--- config.mk ---
export PLATFORM = sky130hd
export DESIGN_NAME = keypad_scan_seven_segment_display_flat
export DESIGN_NICKNAME = d
export VERILOG_FILES = /design/src/rtl/kss_pkg.sv /design/src/rtl/kss_in_if.sv /design/src/rtl/kss_out_if.sv /design/src/rtl/keypad_scan_seven_segment_display.sv /design/src/flat_wrapper.sv
export SDC_FILE = /design/constraint.sdc
export NUM_CORES = 1
export LEC_CHECK = 0
export ABC_AREA = 1
export BUFFER_PORTS_ARGS = -buffer_cell sky130_fd_sc_hd__buf_2
export CELL_PAD_IN_SITES_DETAIL_PLACEMENT = 0
export CELL_PAD_IN_SITES_GLOBAL_PLACEMENT = 1
export CORE_ASPECT_RATIO = 1.75
export CORE_UTILIZATION = 40
export CTS_BUF_LIST = sky130_fd_sc_hd__clkbuf_8 sky130_fd_sc_hd__clkbuf_16
export CTS_CLUSTER_DIAMETER = 80
export DETAILED_ROUTE_END_ITERATION = 10
export PLACE_DENSITY = 0.79
export SLEW_MARGIN = 20
export SYNTH_ARGS = -nofsm -noshare
export SYNTH_HDL_FRONTEND = slang
export SYNTH_SLANG_ARGS = --single-unit
--- constraint.sdc ---
create_clock -name i_clk -period 2.6 [get_ports i_clk]
set_clock_uncertainty 0.15 [all_clocks]
set_input_delay 0.26 -clock i_clk [delete_from_list [all_inputs] [get_ports i_clk]]
set_output_delay 0.26 -clock i_clk [all_outputs]
set_load 0.01 [all_outputs]
--- src/rtl/kss_pkg.sv ---
// ----------------------------------------------------------------------------
// kss_pkg
// Types, codes and the segment table of the keypad scanner and display.
// ----------------------------------------------------------------------------
package kss_pkg;

    localparam int NUM_DIGITS_DEF = 4;

    localparam int CFG_IDX_W  = 1;
    localparam int CFG_DATA_W = 16;

    localparam logic [CFG_IDX_W-1:0] REG_HOLD_TICKS  = 1'b0;
    localparam logic [CFG_IDX_W-1:0] REG_DIGIT_TICKS = 1'b1;

    localparam logic [15:0] HOLD_TICKS_RST  = 16'd2000;
    localparam logic [7:0]  DIGIT_TICKS_RST = 8'd1;

    localparam logic [4:0] NO_KEY      = 5'd16;
    localparam logic [3:0] SEL_BLANK   = 4'hF;
    localparam logic [3:0] ROW0_DRIVE  = 4'hE;

    typedef struct packed {
        logic [3:0] column_bits;
    } t_in_item;

    typedef struct packed {
        logic [3:0] row_drive;
        logic [7:0] segments;
        logic [3:0] digit_select;
        logic [4:0] key_code;
        logic       key_event;
    } t_out_item;

    // Hex digits 0..F, anything else shows a dash.
    function automatic logic [7:0] glyph(input logic [4:0] code);
        logic [7:0] seg;
        unique case (code)
            5'd0:    seg = 8'hfc;
            5'd1:    seg = 8'h60;
            5'd2:    seg = 8'hda;
            5'd3:    seg = 8'hf2;
            5'd4:    seg = 8'h66;
            5'd5:    seg = 8'hb6;
            5'd6:    seg = 8'hbe;
            5'd7:    seg = 8'he0;
            5'd8:    seg = 8'hfe;
            5'd9:    seg = 8'hf6;
            5'd10:   seg = 8'hee;
            5'd11:   seg = 8'h3e;
            5'd12:   seg = 8'h9c;
            5'd13:   seg = 8'h7a;
            5'd14:   seg = 8'h9e;
            5'd15:   seg = 8'h8e;
            default: seg = 8'h02;
        endcase
        return seg;
    endfunction

endpackage

--- src/rtl/kss_in_if.sv ---
// ----------------------------------------------------------------------------
// kss_in_if
// Column sample channel: valid, ready and one column sample per beat.
// ----------------------------------------------------------------------------
interface kss_in_if;
    import kss_pkg::*;

    logic     valid;
    logic     ready;
    t_in_item data;

    modport source (output valid, output data, input ready);
    modport sink   (input valid, input data, output ready);
endinterface

--- src/rtl/kss_out_if.sv ---
// ----------------------------------------------------------------------------
// kss_out_if
// Result channel: valid, ready and one row/segment/key result per beat.
// ----------------------------------------------------------------------------
interface kss_out_if;
    import kss_pkg::*;

    logic      valid;
    logic      ready;
    t_out_item data;

    modport source (output valid, output data, input ready);
    modport sink   (input valid, input data, output ready);
endinterface

--- src/rtl/keypad_scan_seven_segment_display.sv ---
// ----------------------------------------------------------------------------
// keypad_scan_seven_segment_display
// Tick-driven 4x4 keypad scanner and multiplexed seven-segment display.
// ----------------------------------------------------------------------------
// Usage:
//   i_in carries one beat per tick: the active-low column lines sampled while
//   the row last shown on row_drive was driven. o_out returns exactly one beat
//   for every input beat: next row drive, segment and digit-select lines, and
//   the key code with its event flag on the tick that a scan round ends.
//   The result of a beat is registered and valid after the edge that accepts
//   it. One beat per cycle is sustained while the receiver takes each beat;
//   the state update is a single pass of counter compares and a 17-entry
//   glyph lookup between the state registers and the result register.
//   When the receiver stalls, the result register holds its beat and i_in
//   ready drops until it is taken; a new beat is taken in the same cycle the
//   held one leaves.
//   Reset (synchronous, active low) starts a scan at row 0, fills the digit
//   store with dashes, blanks the digit selects and loads the register
//   defaults (hold 2000 ticks, 1 tick per digit). Config writes are taken
//   on any cycle with i_cfg_we high.
// ----------------------------------------------------------------------------
module keypad_scan_seven_segment_display #(
    parameter int NUM_DIGITS = kss_pkg::NUM_DIGITS_DEF
) (
    input  logic                            i_clk,
    input  logic                            i_rst_n,
    kss_in_if.sink                          i_in,
    kss_out_if.source                       o_out,
    input  logic                            i_cfg_we,
    input  logic [kss_pkg::CFG_IDX_W-1:0]   i_cfg_index,
    input  logic [kss_pkg::CFG_DATA_W-1:0]  i_cfg_data
);
    import kss_pkg::*;

    localparam int DW = (NUM_DIGITS > 1) ? $clog2(NUM_DIGITS) : 1;

    localparam logic [1:0] PH_SCAN = 2'd0;
    localparam logic [1:0] PH_HOLD = 2'd1;
    localparam logic [1:0] PH_SHOW = 2'd2;

    logic [15:0]   r_hold_ticks;
    logic [7:0]    r_digit_ticks;

    logic [1:0]    r_phase,         n_phase;
    logic [1:0]    r_row_index,     n_row_index;
    logic [DW-1:0] r_display_index, n_display_index;
    logic [4:0]    r_pending_key,   n_pending_key;
    logic [4:0]    r_digit_store [NUM_DIGITS];
    logic [4:0]    n_digit_store [NUM_DIGITS];
    logic [15:0]   r_tick_count,    n_tick_count;
    logic [7:0]    r_segment_latch, n_segment_latch;
    logic [3:0]    r_select_latch,  n_select_latch;

    logic [4:0]    n_key_code;
    logic          n_key_event;

    t_out_item     r_out;
    logic          r_out_valid;
    t_out_item     n_out;

    logic          in_accept;
    logic [15:0]   tick_inc;
    logic [DW:0]   disp_inc;
    logic [7:0]    digit_limit;
    logic [4:0]    show_code;
    logic [2:0]    disp_idx3;
    logic          col_hit;
    logic [1:0]    col_num;
    logic [4:0]    scan_key;

    assign in_accept   = i_in.valid && i_in.ready;
    assign i_in.ready  = !r_out_valid || o_out.ready;
    assign o_out.valid = r_out_valid;
    assign o_out.data  = r_out;

    assign tick_inc    = r_tick_count + 16'd1;
    assign disp_inc    = {1'b0, r_display_index} + {{DW{1'b0}}, 1'b1};
    assign digit_limit = (r_digit_ticks == 8'd0) ? 8'd1 : r_digit_ticks;
    assign disp_idx3   = 3'(r_display_index);

    // Only a single low column names a key.
    always_comb begin
        col_hit = 1'b1;
        col_num = 2'd0;
        unique case (i_in.data.column_bits)
            4'hE:    col_num = 2'd0;
            4'hD:    col_num = 2'd1;
            4'hB:    col_num = 2'd2;
            4'h7:    col_num = 2'd3;
            default: col_hit = 1'b0;
        endcase
    end

    always_comb begin
        scan_key = r_pending_key;
        if (col_hit) begin
            scan_key = {1'b0, r_row_index, col_num};
        end
        show_code = r_digit_store[r_display_index];
        if (show_code > NO_KEY) begin
            show_code = NO_KEY;
        end
    end

    always_comb begin
        n_phase         = r_phase;
        n_row_index     = r_row_index;
        n_display_index = r_display_index;
        n_pending_key   = r_pending_key;
        n_digit_store   = r_digit_store;
        n_tick_count    = r_tick_count;
        n_segment_latch = r_segment_latch;
        n_select_latch  = r_select_latch;
        n_key_code      = NO_KEY;
        n_key_event     = 1'b0;

        unique case (r_phase)
            PH_HOLD: begin
                n_tick_count = tick_inc;
                if (tick_inc >= r_hold_ticks) begin
                    n_tick_count    = 16'd0;
                    n_display_index = '0;
                    n_phase         = PH_SHOW;
                end
            end
            PH_SHOW: begin
                n_segment_latch = glyph(show_code);
                n_select_latch  = disp_idx3[2] ? SEL_BLANK
                                               : ~(4'b0001 << disp_idx3[1:0]);
                n_tick_count    = tick_inc;
                if (tick_inc >= {8'd0, digit_limit}) begin
                    n_tick_count = 16'd0;
                    // advance to the next digit, back to scanning after the last
                    if (disp_inc >= (DW+1)'(NUM_DIGITS)) begin
                        n_display_index = '0;
                        n_row_index     = 2'd0;
                        n_pending_key   = NO_KEY;
                        n_phase         = PH_SCAN;
                    end else begin
                        n_display_index = disp_inc[DW-1:0];
                    end
                end
            end
            default: begin
                if (r_row_index == 2'd3) begin
                    n_row_index     = 2'd0;
                    n_tick_count    = 16'd0;
                    n_display_index = '0;
                    n_pending_key   = NO_KEY;
                    if (!scan_key[4]) begin
                        for (int i = NUM_DIGITS - 1; i > 0; i--) begin
                            n_digit_store[i] = r_digit_store[i-1];
                        end
                        n_digit_store[0] = scan_key;
                        n_key_code       = scan_key;
                        n_key_event      = 1'b1;
                        n_phase = (r_hold_ticks == 16'd0) ? PH_SHOW : PH_HOLD;
                    end else begin
                        n_phase = PH_SHOW;
                    end
                end else begin
                    n_row_index   = r_row_index + 2'd1;
                    n_pending_key = scan_key;
                end
            end
        endcase

        n_out.row_drive    = ~(4'b0001 << n_row_index);
        n_out.segments     = n_segment_latch;
        n_out.digit_select = n_select_latch;
        n_out.key_code     = n_key_code;
        n_out.key_event    = n_key_event;
    end

    always_ff @(posedge i_clk) begin
        if (!i_rst_n) begin
            r_hold_ticks  <= HOLD_TICKS_RST;
            r_digit_ticks <= DIGIT_TICKS_RST;
        end else if (i_cfg_we) begin
            unique case (i_cfg_index)
                REG_HOLD_TICKS:  r_hold_ticks  <= i_cfg_data;
                REG_DIGIT_TICKS: r_digit_ticks <= i_cfg_data[7:0];
            endcase
        end
    end

    always_ff @(posedge i_clk) begin
        if (!i_rst_n) begin
            r_phase         <= PH_SCAN;
            r_row_index     <= 2'd0;
            r_display_index <= '0;
            r_pending_key   <= NO_KEY;
            r_tick_count    <= 16'd0;
            r_segment_latch <= 8'd0;
            r_select_latch  <= SEL_BLANK;
            for (int i = 0; i < NUM_DIGITS; i++) begin
                r_digit_store[i] <= NO_KEY;
            end
        end else if (in_accept) begin
            r_phase         <= n_phase;
            r_row_index     <= n_row_index;
            r_display_index <= n_display_index;
            r_pending_key   <= n_pending_key;
            r_tick_count    <= n_tick_count;
            r_segment_latch <= n_segment_latch;
            r_select_latch  <= n_select_latch;
            r_digit_store   <= n_digit_store;
        end
    end

    always_ff @(posedge i_clk) begin
        if (!i_rst_n) begin
            r_out_valid <= 1'b0;
        end else if (in_accept) begin
            r_out_valid <= 1'b1;
        end else if (o_out.ready) begin
            r_out_valid <= 1'b0;
        end
    end

    // hold the result beat until it is taken
    always_ff @(posedge i_clk) begin
        if (in_accept) begin
            r_out <= n_out;
        end
    end

endmodule

--- src/flat_wrapper.sv ---
// flat-port wrapper written by rule: the top's interface ports become plain ports
module keypad_scan_seven_segment_display_flat import kss_pkg::*;
#(
    parameter int NUM_DIGITS = kss_pkg::NUM_DIGITS_DEF
)
  (i_clk, i_rst_n, i_cfg_we, i_cfg_index, i_cfg_data, i_in_valid, i_in_data, i_in_ready, o_out_valid, o_out_data, o_out_ready);
  kss_in_if i_in_i ();
  kss_out_if o_out_i ();
  input  logic i_clk;
  input  logic i_rst_n;
  input  logic i_cfg_we;
  input  logic [kss_pkg::CFG_IDX_W-1:0] i_cfg_index;
  input  logic [kss_pkg::CFG_DATA_W-1:0] i_cfg_data;
  input wire logic [$bits(i_in_i.valid)-1:0] i_in_valid;
  input wire logic [$bits(i_in_i.data)-1:0] i_in_data;
  output wire logic [$bits(i_in_i.ready)-1:0] i_in_ready;
  output wire logic [$bits(o_out_i.valid)-1:0] o_out_valid;
  output wire logic [$bits(o_out_i.data)-1:0] o_out_data;
  input wire logic [$bits(o_out_i.ready)-1:0] o_out_ready;
  assign i_in_i.valid = i_in_valid;
  assign i_in_i.data = i_in_data;
  assign i_in_ready = i_in_i.ready;
  assign o_out_valid = o_out_i.valid;
  assign o_out_data = o_out_i.data;
  assign o_out_i.ready = o_out_ready;
  keypad_scan_seven_segment_display #(.NUM_DIGITS(NUM_DIGITS)) u_core (.i_clk(i_clk), .i_rst_n(i_rst_n), .i_in(i_in_i), .o_out(o_out_i), .i_cfg_we(i_cfg_we), .i_cfg_index(i_cfg_index), .i_cfg_data(i_cfg_data));
endmodule
### After elaboration in Yosys (flattened, before gate mapping)

Memory sizes are Yosys's and may differ from the RTL's.
Cells that the tools add are included.

| storage, ports and cells | value |
|---|---|
| flip-flop bits (word level) | 106 |
| memories kept | 1 |
| logic and storage cells | 106 |
| bits in read-only memories | 112 |
| input port bits | 26 |
| output and inout bits | 24 |

Memories:

| memory | depth | width | read ports | clocked after memory_dff | wr ports | RTL line | text |
|---|---|---|---|---|---|---|---|
| (name not given) | 16 | 7 | 1 | 0 | 0 | kss_pkg.sv:37 | `unique case (code)` |

| operators by class | value |
|---|---|
| bitwise logic cells | 8 |
| $lt $le $gt $ge | 5 |
| reduce and logical (&&, ||, !) cells | 18 |
| equality and inequality tests | 10 |
| muxes and demuxes | 39 |
| shifts and indexed selects | 2 |
| add/sub/neg operators | 3 |

Operators with widths:

| operator | number |
|---|---|
| two-way mux 16 bit | 3 |
| two-way mux 5 bit | 8 |
| case mux 16 bit (2 select lines) | 1 |
| two-way mux 2 bit | 13 |
| two-way mux 8 bit | 3 |
| adder 16 x 1 -> 16 bit, second input constant | 1 |
| >= comparator 16 bit | 1 |
| >= comparator 16 x 8 -> 1 bit | 1 |
| zero test 16 bit | 1 |
| equality test 4 bit, second input constant | 3 |
| case mux 2 bit (2 select lines) | 3 |
| AND reduction 4 bit | 3 |
| binary-select mux 5 bit (select 2 bit) | 1 |
| case mux 5 bit (2 select lines) | 1 |
| zero test 8 bit | 1 |
| NOT 4 bit | 2 |
| OR reduction 4 bit | 2 |
| left shift 1 x 2 -> 4 bit, first input constant | 2 |
| >= comparator 3 bit, second input constant | 2 |
| inequality test 2 x 1 -> 1 bit, second input constant | 3 |
| case mux 2 bit (3 select lines) | 1 |
| AND reduction 2 bit | 3 |
| greater-than comparator 5 bit, second input constant | 1 |
| NOT 1 bit | 5 |
| 16 further kinds | 20 |

### Logic depth before layout (Yosys ltp)

Gate-level depths: netlist of the first run.
An unclocked memory read counts as a cell.

| depth | value |
|---|---|
| depth in word-level cells | 9 |
| mapped depth | 20 |
| gate-level depth less buffers | 19 |

### Worst setup path before layout of the first run

OpenSTA, ideal clock, no wires.

| path | value |
|---|---|
| path kind | reg2reg |
| start point | register u_core.r_tick_count[0] |
| end point | register u_core.r_tick_count[15] |
| clock period less this slack | 2.645 ns |
| stages on the path, launching flop included | 18 |
| buffers on the path | 1 |
| data required time | 2.314 ns |
| setup slack | -0.045 ns |
| arrival time | 2.358 ns |
| setup time | 0.136 ns |
| path through | dfxtp_1 ha_1 nand3_1 nor2_2 nand4_1 nand2_1 inv_1 ha_1 nand2_1 inv_1 nand3_1 nor3_1 nand3_1 nand4_1 nand2_4 buf_12 nand2_2 a21oi_2 |

| on the way | value |
|---|---|
| cells in the longest elaborated chain, start to end | 4 |
| elaborated cells between the ends (all ways) | 6 |
| those cells by class | add/sub (1); order compare (2); mux (3) |

RTL lines:

| what | RTL line | text |
|---|---|---|
| start, declared | keypad_scan_seven_segment_display.sv:50 | `logic [15:0] r_tick_count, n_tick_count;` |
| start signal, assigned | keypad_scan_seven_segment_display.sv:204 | `r_tick_count <= n_tick_count;` |
| adder 16 x 1 -> 16 bit (*) | keypad_scan_seven_segment_display.sv:76 | `assign tick_inc = r_tick_count + 16'd1;` |
| >= comparator 16 x 8 -> 1 bit or >= comparator 16 bit (tied branches) | keypad_scan_seven_segment_display.sv:131, keypad_scan_seven_segment_display.sv:120 |  |
| two-way mux 16 bit, on equally long branches | keypad_scan_seven_segment_display.sv:131, keypad_scan_seven_segment_display.sv:120 |  |
| case mux 16 bit (2 select lines) (*) | keypad_scan_seven_segment_display.sv:117 | `unique case (r_phase)` |

Mark *: on every way between the ends. The rest lies on a longest branch, timed or not.
A chain may end at the register's enable or synchronous reset.

### Final worst setup path of the first run

Ends and elaborated chain as after synthesis.

==> flow_metrics.env, run 1 <==
export IMPL_status="complete, but fails checks"
export IMPL_violations="negative setup slack"
export IMPL_slew_viol_final=0
export IMPL_startpoint_type="flip-flop"
export IMPL_cts_buffers_inserted=9
export IMPL_path_delay_family="simple AND/OR/NAND/NOR gates"
export IMPL_netlist_area_mm2=0.00583
export IMPL_fp_dieArea_mm2=0.0151
export IMPL_synth_top_family_by_area="simple AND/OR/NAND/NOR gates"
export IMPL_pre_cts_ws_ns=-0.246
export IMPL_synth_seq_cells=106
export IMPL_fin_ws_ns=-0.128
export IMPL_path_clk_slew_ns=0.07
export IMPL_final_area_mm2=0.00744
export IMPL_r2r_end="u_core.r_tick_count[15]"
export IMPL_cts_sinks=106
export IMPL_cp_end_kind="flip-flop"
export IMPL_pin_count=50
export IMPL_p_per_area_mw_per_mm2=547
export IMPL_critPathMaxFanout=8
export IMPL_start_util_pct=40.8
export IMPL_cts_root_buffer="clkbuf_16"
export IMPL_ir_drop_uv=318
export IMPL_grt_remaining_overflow=0
export IMPL_drt_initial_drc_count=279
export IMPL_drive_above_1_share_pct=27.1
export IMPL_post_route_util_pct=52.0
export IMPL_crit_chain="ha_4 -> nand3_4 -> buf_6 -> xor2_2 -> inv_2 -> buf_4 -> ha_1 -> nand2_1 -> nor2_1 -> a21o_1 -> nand2_1 -> nand4_1 -> buf_6 -> nand2_8 -> nand2_4 -> a21oi_2"
export IMPL_htreeDepth=3
export IMPL_cts_path_max_buffers=2
export IMPL_fin_nets=957
export IMPL_drc=0
export IMPL_route_vias_total=5426
export IMPL_final_setup_tns_ns=-2.45
export IMPL_synthSimpleGateAreaFrac_pct=25.7
export IMPL_synth_warnings=0
export IMPL_wirelength_mm=15.9
export IMPL_finalCritPeriodShare_pct=105
export IMPL_relSlewSlack_pct=59.3
export IMPL_ys_seq_area_share_pct=40.2
export IMPL_synthFlopType="dfxtp_1"
export IMPL_final_cell_mix="166 x nand2_1, 101 x inv_1, 78 x dfxtp_1"
export IMPL_mostFrequentLayoutCell="nand2_1"
export IMPL_synth_fp_nets=852
export IMPL_whs_path_depth=3
export IMPL_cp_slowest_cell="dfxtp_4"
export IMPL_synth_xor_area_share_pct=0.751
export IMPL_min_to="u_core.r_hold_ticks[6]"
export IMPL_arrival_ns=2.86
export IMPL_worst_setup_path_type="flip-flop to flip-flop"
export IMPL_muxShareOfSynthArea_pct=0
export IMPL_max_stage_delay_ns=0.40
export IMPL_syn_to_final_growth_pct=27.6
export IMPL_ant_nets=0
export IMPL_hold_violations=0
export IMPL_rsz0062_at_grt="true"
export IMPL_finalSetupViolations=27
export IMPL_required_ns=2.73
export IMPL_avgViaCountPerCell=5.03
export IMPL_cp_num_buf_inv=4
export IMPL_synth_async_reset_ratio_pct=0
export IMPL_multiInputGateArea_mm2=0.00326
export IMPL_gp_congestion=0.875
export IMPL_firstDrtPassIters=5
export IMPL_worst_slew_pin_slew_ns=0.605
export IMPL_cts_tree="built"
export IMPL_ff_latch_area_mm2=0.00236
export IMPL_clock_latency_ns=0.35
export IMPL_dp_hpwl_mm=11.7
export IMPL_hold_path_class="input pin to flip-flop"
export IMPL_syn_avg_cell_area_um2=7.40
export IMPL_synth_compound_area_share_pct=15.3
export IMPL_min_delay_start="i_cfg_data[6]"
export IMPL_grt_usage_pct=21.6
export IMPL_nFillCells=1347
export IMPL_fmax_ghz=0.367
export IMPL_grt_first_pass_wirelength_mm=25.6
export IMPL_timing_hold_ws_ns=0.0256
export IMPL_grt_max_degree=55
export IMPL_grt_pass1_vias=5456
export IMPL_die_h_um=162
export IMPL_synth_edf_count=22
export IMPL_leakagePower_nw=3.44
export IMPL_r2r_start="u_core.r_tick_count[0]"
export IMPL_synth_cells=788
export IMPL_drv_cap=0
export IMPL_num_antenna_cells=0
export IMPL_wl_per_cell_um=14.8
export IMPL_rr_worst_depth=16
export IMPL_layout_min_cycle_time_ns=2.73
export IMPL_core_mm2=0.0143
export IMPL_antenna_found_initial=0
export IMPL_die_w_um=93.3
export IMPL_placed_area_mm2=0.00659
export IMPL_io_buffer_count=49
export IMPL_row_count=58
export IMPL_synth_fa_ha_area_share_pct=8.16
export IMPL_synth_cell_types=42
export IMPL_r2r_slack_ns=-0.13
worst register-to-register path: cells and delay by family, from the launching register on:
| family | cells | cell delay (ns) |
|---|---|---|
| compound gates | 2 | 0.29 |
| xor+xnor | 1 | 0.20 |
| fa+ha+maj | 2 | 0.45 |
| buf+inv | 4 | 0.54 |
| flops | 1 | 0.40 |
| simple gates | 7 | 0.62 |
report_power, final:
part	total [mW]	internal, mW	switching [mW]
combinational	0.828	0.295	0.533
sequential	1.82	1.77	0.0442
clock	1.42	0.765	0.657
total	4.07	2.83	1.23
through the flow:
step           total power [mW]  std cells
6_report                   4.07       1078
3_5_place_dp               2.56       1045
4_1_cts                    4.02       1070
5_1_grt                    4.27       1078
2_1_floorplan              2.33        788
3_3_place_gp               2.55       1045
logic make-up (layout without fill, tap and decap cells):
kind of cell | after synthesis | after routing
and+or+nand+nor | 337 | 338
AOI/OAI and AO/OA | 157 | 157
buffers and inverters | 145 | 254
DFF | 106 | 106
adders and majority gates | 38 | 38
xor gates and xnor gates | 5 | 5
registers in the layout, summed over array words and instances, names as in the netlist:
register                cells
u_core.o_out.data          22
u_core.r_segment_latch      8
u_core.r_digit_ticks        8
u_core.r_digit_store       20
u_core.r_pending_key        5
u_core.r_row_index          2
u_core.r_tick_count        16
u_core.r_phase              2
u_core.r_hold_ticks        16
u_core.r_select_latch       4
u_core.o_out.valid          1
u_core.r_display_index      2
cells in the mapped netlist (9+ instances only):
cell type  count  area [um^2]
clkbuf_1      17         63.8
a21oi_1       70          350
a21oi_2       10         87.6
nand2_2       15         93.8
inv_1        110          413
nor2_1        53          199
nand3_1       40          200
o211ai_1       9         67.6
edfxtp_1      22          661
ha_1          38          475
nand2_1      184          691
nand4_1       17          106
dfxtp_1       84         1680
o21ai_0       52          260
per-layer routing:
| layer | GRT usage [%] | up-vias | share of wire [%] | routed length, um |
|---|---|---|---|---|
| li1 | - | 2781 | - | - |
| met1 | 21.4 | 2472 | 37 | 5920 |
| met5 | 0 | - | 0 | 0 |
| met3 | 2.53 | 44 | 2.6 | 407 |
| met2 | 42.7 | 129 | 56 | 8870 |
| met4 | 10.8 | 0 | 4.7 | 748 |
final cells by class:
| class | instances | area share (%) |
|---|---|---|
| multi-input cells | 538 | 43.8 |
| flip-flops and latches | 106 | 31.7 |
| repair buffers | 119 | 11.2 |
| inverters | 118 | 6.01 |
| clock buffers | 9 | 3.03 |
| well taps | 180 | 3.03 |
| clock inverters | 7 | 1.13 |
| repair inverters | 1 | 0.0673 |
worst max-delay path by stage:
stage,from,to,slack [ns],cells past startpoint
after global placement,u_core.r_tick_count[1],u_core.o_out.data[21],-0.15,17
after floorplan,u_core.r_tick_count[0],u_core.r_tick_count[15],0.03,17
after global routing,u_core.r_tick_count[0],u_core.r_phase[1],-0.27,17
after detailed placement,u_core.r_tick_count[1],u_core.o_out.data[20],-0.25,17
final,u_core.r_tick_count[0],u_core.r_tick_count[15],-0.13,16
after CTS,u_core.r_tick_count[1],u_core.r_phase[0],-0.02,20
timing repair:
action | 4_1_cts | 5_1_grt
pin swaps | 16 | 37
gates cloned | 1 | 2
buffers inserted | 4 | 6
hold buffers | 4 | 0
gates resized for setup | 40 | 53
endpoints found under the setup margin | 31 | 37
hold endpoints to repair | 4 | 0
Power figures use the tool's default switching activity.
==> inputs of run 2 (changes only) <==
--- a/config.mk
+++ b/config.mk
@@ -6,15 +6,17 @@
 export NUM_CORES = 1
 export LEC_CHECK = 0
 export ABC_AREA = 1
+export ABC_CLOCK_PERIOD_IN_PS = 2800
 export BUFFER_PORTS_ARGS = -buffer_cell sky130_fd_sc_hd__buf_2
 export CELL_PAD_IN_SITES_DETAIL_PLACEMENT = 0
 export CELL_PAD_IN_SITES_GLOBAL_PLACEMENT = 1
 export CORE_ASPECT_RATIO = 1.75
-export CORE_UTILIZATION = 40
+export CORE_UTILIZATION = 44
 export CTS_BUF_LIST = sky130_fd_sc_hd__clkbuf_8 sky130_fd_sc_hd__clkbuf_16
 export CTS_CLUSTER_DIAMETER = 80
 export DETAILED_ROUTE_END_ITERATION = 10
-export PLACE_DENSITY = 0.79
+export HOLD_SLACK_MARGIN = 0.08
+export PLACE_DENSITY = 0.82
 export SLEW_MARGIN = 20
 export SYNTH_ARGS = -nofsm -noshare
 export SYNTH_HDL_FRONTEND = slang
==> constraint.sdc (replaced) <==
create_clock -name i_clk -period 2.8 [get_ports i_clk]
set_clock_uncertainty 0.15 [all_clocks]
set_input_delay 0.28 -clock i_clk [delete_from_list [all_inputs] [get_ports i_clk]]
set_output_delay 0.28 -clock i_clk [all_outputs]
set_load 0.01 [all_outputs]
==> run 2 against run 1 <==
- the run now ends clean
- final area shrank 2.9%
- clock power down 4%
- register-to-register slack improved by 0.20 ns
- total power shrank 7.6%
- flip-flop and latch count unchanged
- hold slack better by 0.068 ns
- final cell count is 1.5% lower
- utilization up 3.8 points
- via count is 1.5% lower
- count of clock-buffer cells in the layout grew 1
- non-clock buffer count fell by 6
==> flow_metrics.env, run 2 (synthesis gave the netlist of run 1 again) <==
export IMPL_seqPwrFrac_pct=44.9
export IMPL_grt_usage_pct=23.0
export IMPL_status="complete, no violations"
export IMPL_drv_cap=0
export IMPL_rsz0062_at_grt="true"
export IMPL_core_mm2=0.0129
export IMPL_wl_per_cell_um=14.2
export IMPL_largest_reg_flops=22
export IMPL_grt_max_degree=55
export IMPL_power_switching_mw=1.09
export IMPL_switching_share_pct=28.9
export IMPL_whs_path_depth=3
export IMPL_relSlewSlack_pct=58.6
export IMPL_path_clk_slew_ns=0.08
export IMPL_start_util_pct=45.1
export IMPL_clock_latency_ns=0.36
export IMPL_required_ns=2.93
export IMPL_r2r_end="u_core.r_tick_count[0]"
export IMPL_cts_buffers_inserted=9
export IMPL_cp_end_kind="flip-flop"
export IMPL_combPwrFrac_pct=18.7
export IMPL_fmax_ghz=0.367
export IMPL_arrival_ns=2.86
export IMPL_p_per_area_mw_per_mm2=521
export IMPL_mostFrequentLayoutCell="nand2_1"
export IMPL_firstDrtPassIters=4
export IMPL_layout_min_cycle_time_ns=2.73
export IMPL_fin_nets=950
export IMPL_hold_path_class="input pin to flip-flop"
export IMPL_fp_dieArea_mm2=0.0137
export IMPL_drive_above_1_share_pct=22.3
export IMPL_pre_cts_ws_ns=-0.0697
export IMPL_io_buffer_count=49
export IMPL_final_area_mm2=0.00722
export IMPL_ir_drop_uv=303
export IMPL_min_delay_start="i_cfg_data[3]"
export IMPL_num_antenna_cells=0
export IMPL_cts_sinks=106
export IMPL_pin_count=50
export IMPL_htreeDepth=3
export IMPL_grt_remaining_overflow=0
export IMPL_fin_ws_ns=0.0722
export IMPL_hold_violations=0
export IMPL_final_setup_tns_ns=0
export IMPL_grt_pass1_vias=5181
export IMPL_finalSetupViolations=0
export IMPL_worst_setup_path_type="flip-flop to flip-flop"
export IMPL_wirelength_mm=15.1
export IMPL_row_count=55
export IMPL_placed_area_mm2=0.00643
export IMPL_antenna_found_initial=0
export IMPL_post_place_cells=1016
export IMPL_r2r_slack_ns=0.07
export IMPL_cts_path_max_buffers=2
export IMPL_power_frac_clock_pct=36.3
export IMPL_final_cell_count_no_fill=1062
export IMPL_startpoint="u_core.r_tick_count[0]"
export IMPL_cts_tree="built"
export IMPL_leakagePower_nw=3.23
export IMPL_rr_worst_depth=16
export IMPL_critPathMaxFanout=8
export IMPL_ant_nets=0
export IMPL_r2r_start="u_core.r_tick_count[0]"
export IMPL_die_h_um=154
export IMPL_min_to="u_core.r_digit_ticks[3]"
export IMPL_cts_root_buffer="clkbuf_16"
export IMPL_avgViaCountPerCell=5.03
export IMPL_drt_initial_drc_count=159
export IMPL_worst_slew_pin_slew_ns=0.620
export IMPL_finalCritPeriodShare_pct=97.4
export IMPL_gp_congestion=0.880
export IMPL_route_vias_total=5344
export IMPL_nFillCells=1263
export IMPL_grt_first_pass_wirelength_mm=24.0
export IMPL_drc=0
export IMPL_syn_to_final_growth_pct=23.8
export IMPL_dp_hpwl_mm=11.0
export IMPL_final_cell_mix="176 x nand2_1, 108 x inv_1, 75 x dfxtp_1"
export IMPL_slew_viol_final=0
export IMPL_startpoint_type="flip-flop"
export IMPL_intPower_mw=2.67
export IMPL_die_w_um=89.0
==> run 2: changes by cell type in the layout (fill, tap and decap cells not counted), moves of 4 or more <==
cell | previous run | this run
nand2_4 | 10 | 2
buf_4 | 60 | 44
a21oi_2 | 17 | 13
a21oi_1 | 63 | 67
inv_2 | 15 | 9
dfxtp_2 | 2 | 7
nand2_1 | 166 | 176
dlygate4sd3_1 | 4 | 17
inv_1 | 101 | 108
==> run 2: through the flow <==
step / hold WS, ns / total power, mW / utilization (%)
6_report: 0.0940 / 3.76 / 55.8
3_3_place_gp: 0.289 / 2.35 / 49.7
3_5_place_dp: 0.296 / 2.36 / 49.7
4_1_cts: 0.0808 / 3.77 / 54.0
2_1_floorplan: 0.260 / 2.17 / -
5_1_grt: 0.117 / 3.94 / 55.8
==> run 2: power by group through the flow <==
| stage | clock network (mW) | registers [mW] | logic, mW |
|---|---|---|---|
| final | 1.37 | 1.69 | 0.704 |
| after global routing | 1.45 | 1.70 | 0.793 |
| after CTS | 1.39 | 1.69 | 0.685 |
| after detailed placement | 0 | 1.73 | 0.632 |
| after global placement | 0 | 1.72 | 0.624 |
| after floorplan | 0 | 1.73 | 0.433 |
==> run 2: critical path, stage by stage, from the launching register on <==
cell and delay (ns):
dfxtp_4 0.39, ha_4 0.17, nand2_2 0.09, nor2_4 0.17, nand4_1 0.14, nand2_2 0.11, inv_2 0.04, ha_1 0.27
nand2_2 0.10, o21ai_0 0.09, a21oi_1 0.17, nand4_1 0.17, buf_4 0.18, nand2_4 0.08, buf_12 0.13, nand2_1 0.05
a21oi_1 0.14
==> run 2: final cells by class <==
type,count,area [um^2],area share (%)
repair inverters,1,5.00,0.0693
clock buffers,10,250,3.47
clock inverters,6,71.3,0.988
inverters,118,447,6.19
flip-flops and latches,106,2360,32.7
multi-input cells,537,3070,42.5
well taps,171,214,2.96
repair buffers,113,806,11.2
==> run 2: routing by layer <==
layer	share of wire, %	global-route usage, %	up-vias
li1	-	-	2769
met1	37	22.5	2459
met4	5.0	12.9	0
met5	0	0	-
met2	56	44.1	77
met3	1.9	3.26	39
==> run 2: how the worst max path moves through the flow <==
stage	cells past startpoint	endpoint	slack [ns]
after floorplan	17	u_core.r_tick_count[15]	0.16
after global placement	17	u_core.o_out.data[21]	0.009
after detailed placement	18	u_core.r_display_index[1]	-0.07
after CTS	16	u_core.r_display_index[0]	0.03
after global routing	16	u_core.r_tick_count[0]	-0.08
final	16	u_core.r_tick_count[0]	0.07
==> run 2: what timing repair did <==
item                                    in CTS  in global routing
resized for setup                            6                 42
hold buffers                                16                  1
pin swaps                                    3                 21
cloned                                       0                  1
endpoints found under the setup margin      24                 32
buffers inserted                             3                  9
endpoints found under the hold margin       17                  1
==> inputs of run 3 (changes only) <==
--- a/config.mk
+++ b/config.mk
@@ -15,6 +15,7 @@
 export CTS_BUF_LIST = sky130_fd_sc_hd__clkbuf_8 sky130_fd_sc_hd__clkbuf_16
 export CTS_CLUSTER_DIAMETER = 80
 export DETAILED_ROUTE_END_ITERATION = 10
+export GPL_TIMING_DRIVEN = 0
 export HOLD_SLACK_MARGIN = 0.08
 export PLACE_DENSITY = 0.82
 export SLEW_MARGIN = 20
==> run 3 against run 2 <==
- the run now ends with negative setup slack left
- critical path depth up 2
- first-iteration DRC count up 65%
- flip-flop and latch count unchanged
- utilization down 0.15 points
- routed wire length up 6.1%
- global-route usage up 1.1 points
==> flow_metrics.env, run 3 (synthesis gave the netlist of run 1 again) <==
export IMPL_die_w_um=89.0
export IMPL_finalCritPeriodShare_pct=101
export IMPL_arrival_ns=2.88
export IMPL_hold_violations=0
export IMPL_syn_to_final_growth_pct=23.5
export IMPL_pre_cts_ws_ns=-0.541
export IMPL_num_antenna_cells=0
export IMPL_nFillCells=1333
export IMPL_grt_max_degree=32
export IMPL_path_clk_slew_ns=0.07
export IMPL_row_count=55
export IMPL_relSlewSlack_pct=51.6
export IMPL_cts_sinks=106
export IMPL_fin_ws_ns=-0.0194
export IMPL_required_ns=2.86
export IMPL_start_util_pct=45.1
export IMPL_startpoint_type="flip-flop"
export IMPL_p_per_area_mw_per_mm2=511
export IMPL_grt_remaining_overflow=0
export IMPL_worst_setup_path_type="flip-flop to flip-flop"
export IMPL_wirelength_mm=16.0
export IMPL_grt_usage_pct=24.1
export IMPL_cts_tree="built"
export IMPL_clock_latency_ns=0.35
export IMPL_use_met1_pct=24.3
export IMPL_gp_congestion=0.873
export IMPL_drt_initial_drc_count=263
export IMPL_final_cell_mix="171 x nand2_1, 108 x inv_1, 72 x dfxtp_1"
export IMPL_max_stage_delay_ns=0.39
export IMPL_layout_min_cycle_time_ns=2.82
export IMPL_ir_drop_uv=314
export IMPL_grt_pass1_vias=5149
export IMPL_mostFrequentLayoutCell="nand2_1"
export IMPL_leakagePower_nw=3.27
export IMPL_drv_cap=0
export IMPL_avgViaCountPerCell=5.18
export IMPL_violations="negative setup slack"
export IMPL_worst_slew_pin_slew_ns=0.726
export IMPL_critPathMaxFanout=7
export IMPL_die_h_um=154
export IMPL_finalPower_mw=3.68
export IMPL_pin_count=50
export IMPL_largest_reg_flops=22
export IMPL_io_buffer_count=48
export IMPL_cts_root_buffer="clkbuf_16"
export IMPL_antenna_found_initial=0
export IMPL_rsz0062_at_grt="true"
export IMPL_cp_num_buf_inv=4
export IMPL_status="complete, but fails checks"
export IMPL_cts_buffers_inserted=9
export IMPL_htreeDepth=3
export IMPL_wl_per_cell_um=15.2
export IMPL_firstDrtPassIters=5
export IMPL_ant_nets=0
export IMPL_crit_chain="ha_4 -> nand3_4 -> nor2_4 -> buf_6 -> nand4_1 -> nand2_2 -> inv_2 -> ha_4 -> nand2_2 -> inv_2 -> nand3_4 -> nor3_4 -> nand3_1 -> nand4_1 -> nand2_4 -> clkbuf_16 -> nand2_4 -> a21oi_2"
export IMPL_core_mm2=0.0129
export IMPL_slew_viol_final=0
export IMPL_fp_dieArea_mm2=0.0137
export IMPL_grt_met2_usage_pct=47.4
export IMPL_finalSetupViolations=7
export IMPL_route_vias_total=5439
export IMPL_fmax_ghz=0.355
export IMPL_fin_nets=939
export IMPL_drc=0
export IMPL_busiest_layer="met2"
export IMPL_use_met3_pct=2.83
export IMPL_cp_end_kind="flip-flop"
export IMPL_hold_path_class="input pin to flip-flop"
export IMPL_grt_first_pass_wirelength_mm=25.0
export IMPL_cp_slowest_cell="dfxtp_4"
export IMPL_path_delay_family="simple AND/OR/NAND/NOR gates"
export IMPL_drive_above_1_share_pct=21.4
export IMPL_dp_hpwl_mm=11.7
export IMPL_cts_path_max_buffers=2
## run 3: cell count changes in the layout (fill, tap and decap cells not counted), moves of 4 or more
cell,change
dfxtp_4,+6
buf_2,+4
clkbuf_1,+17
nand2_4,+10
dlygate4sd3_1,-5
nand2_1,-5
nand2_2,-5
buf_4,-30
## run 3: metrics by stage
stage	TNS, ns	hold WS, ns	utilization, %	cells	cell area, um^2
final	-0.0933	0.0919	55.6	1051	7200
after global routing	-3.04	0.125	55.6	1051	7200
after CTS	0	0.0833	53.1	1043	6870
after detailed placement	-12.76	0.300	48.6	1007	6280
after global placement	-11.85	0.285	48.6	1007	6280
after floorplan	0	0.260	-	788	5830
## run 3: routing by layer
metal,part of all wire [%],vias up
met5,0,-
met4,4.1,0
met3,3.0,41
met2,57,121
met1,36,2546
li1,-,2731
## run 3: report_power, final
group          internal [mW]  switching [mW]
sequential              1.64          0.0373
clock                  0.695           0.576
combinational          0.257           0.468
total                   2.60            1.08
## run 3: worst reg2reg max path: stages, from the launching register on
cell and delay, ns:
dfxtp_4 0.39, ha_4 0.16, nand3_4 0.09, nor2_4 0.16, buf_6 0.12, nand4_1 0.08, nand2_2 0.12, inv_2 0.06
ha_4 0.25, nand2_2 0.05, inv_2 0.07, nand3_4 0.08, nor3_4 0.18, nand3_1 0.09, nand4_1 0.20, nand2_4 0.14
clkbuf_16 0.20, nand2_4 0.06, a21oi_2 0.04
## run 3: final timing paths
kind                             startpoint                   endpoint  slack [ns]  cells after the start
hold reg to reg   u_core.r_segment_latch[0]  u_core.r_segment_latch[0]        0.31                      2
setup reg to reg     u_core.r_tick_count[0]    u_core.r_tick_count[14]       -0.02                     18
setup / recovery     u_core.r_tick_count[0]    u_core.r_tick_count[14]       -0.02                     18
hold / removal                i_cfg_data[3]    u_core.r_digit_ticks[3]        0.09                      3
## run 3: repair_timing
action	in CTS	in global routing
hold buffers	12	0
pin swaps	14	29
endpoints found under the setup margin	31	55
resized for setup	27	61
buffers inserted	8	7
gates cloned	0	1
hold endpoints to repair	14	0
## run 3: cell type report
| type | count | area [um^2] | share of cell area [%] |
|---|---|---|---|
| buffer | 27 | 139 | 1.93 |
| clock buffer | 9 | 225 | 3.13 |
| clock inverter | 7 | 71.3 | 0.991 |
| inverter | 118 | 443 | 6.15 |
| multi-input combinational | 537 | 3220 | 44.8 |
| sequential | 106 | 2380 | 33.0 |
| tap | 171 | 214 | 2.97 |
| timing repair buffer | 76 | 505 | 7.02 |
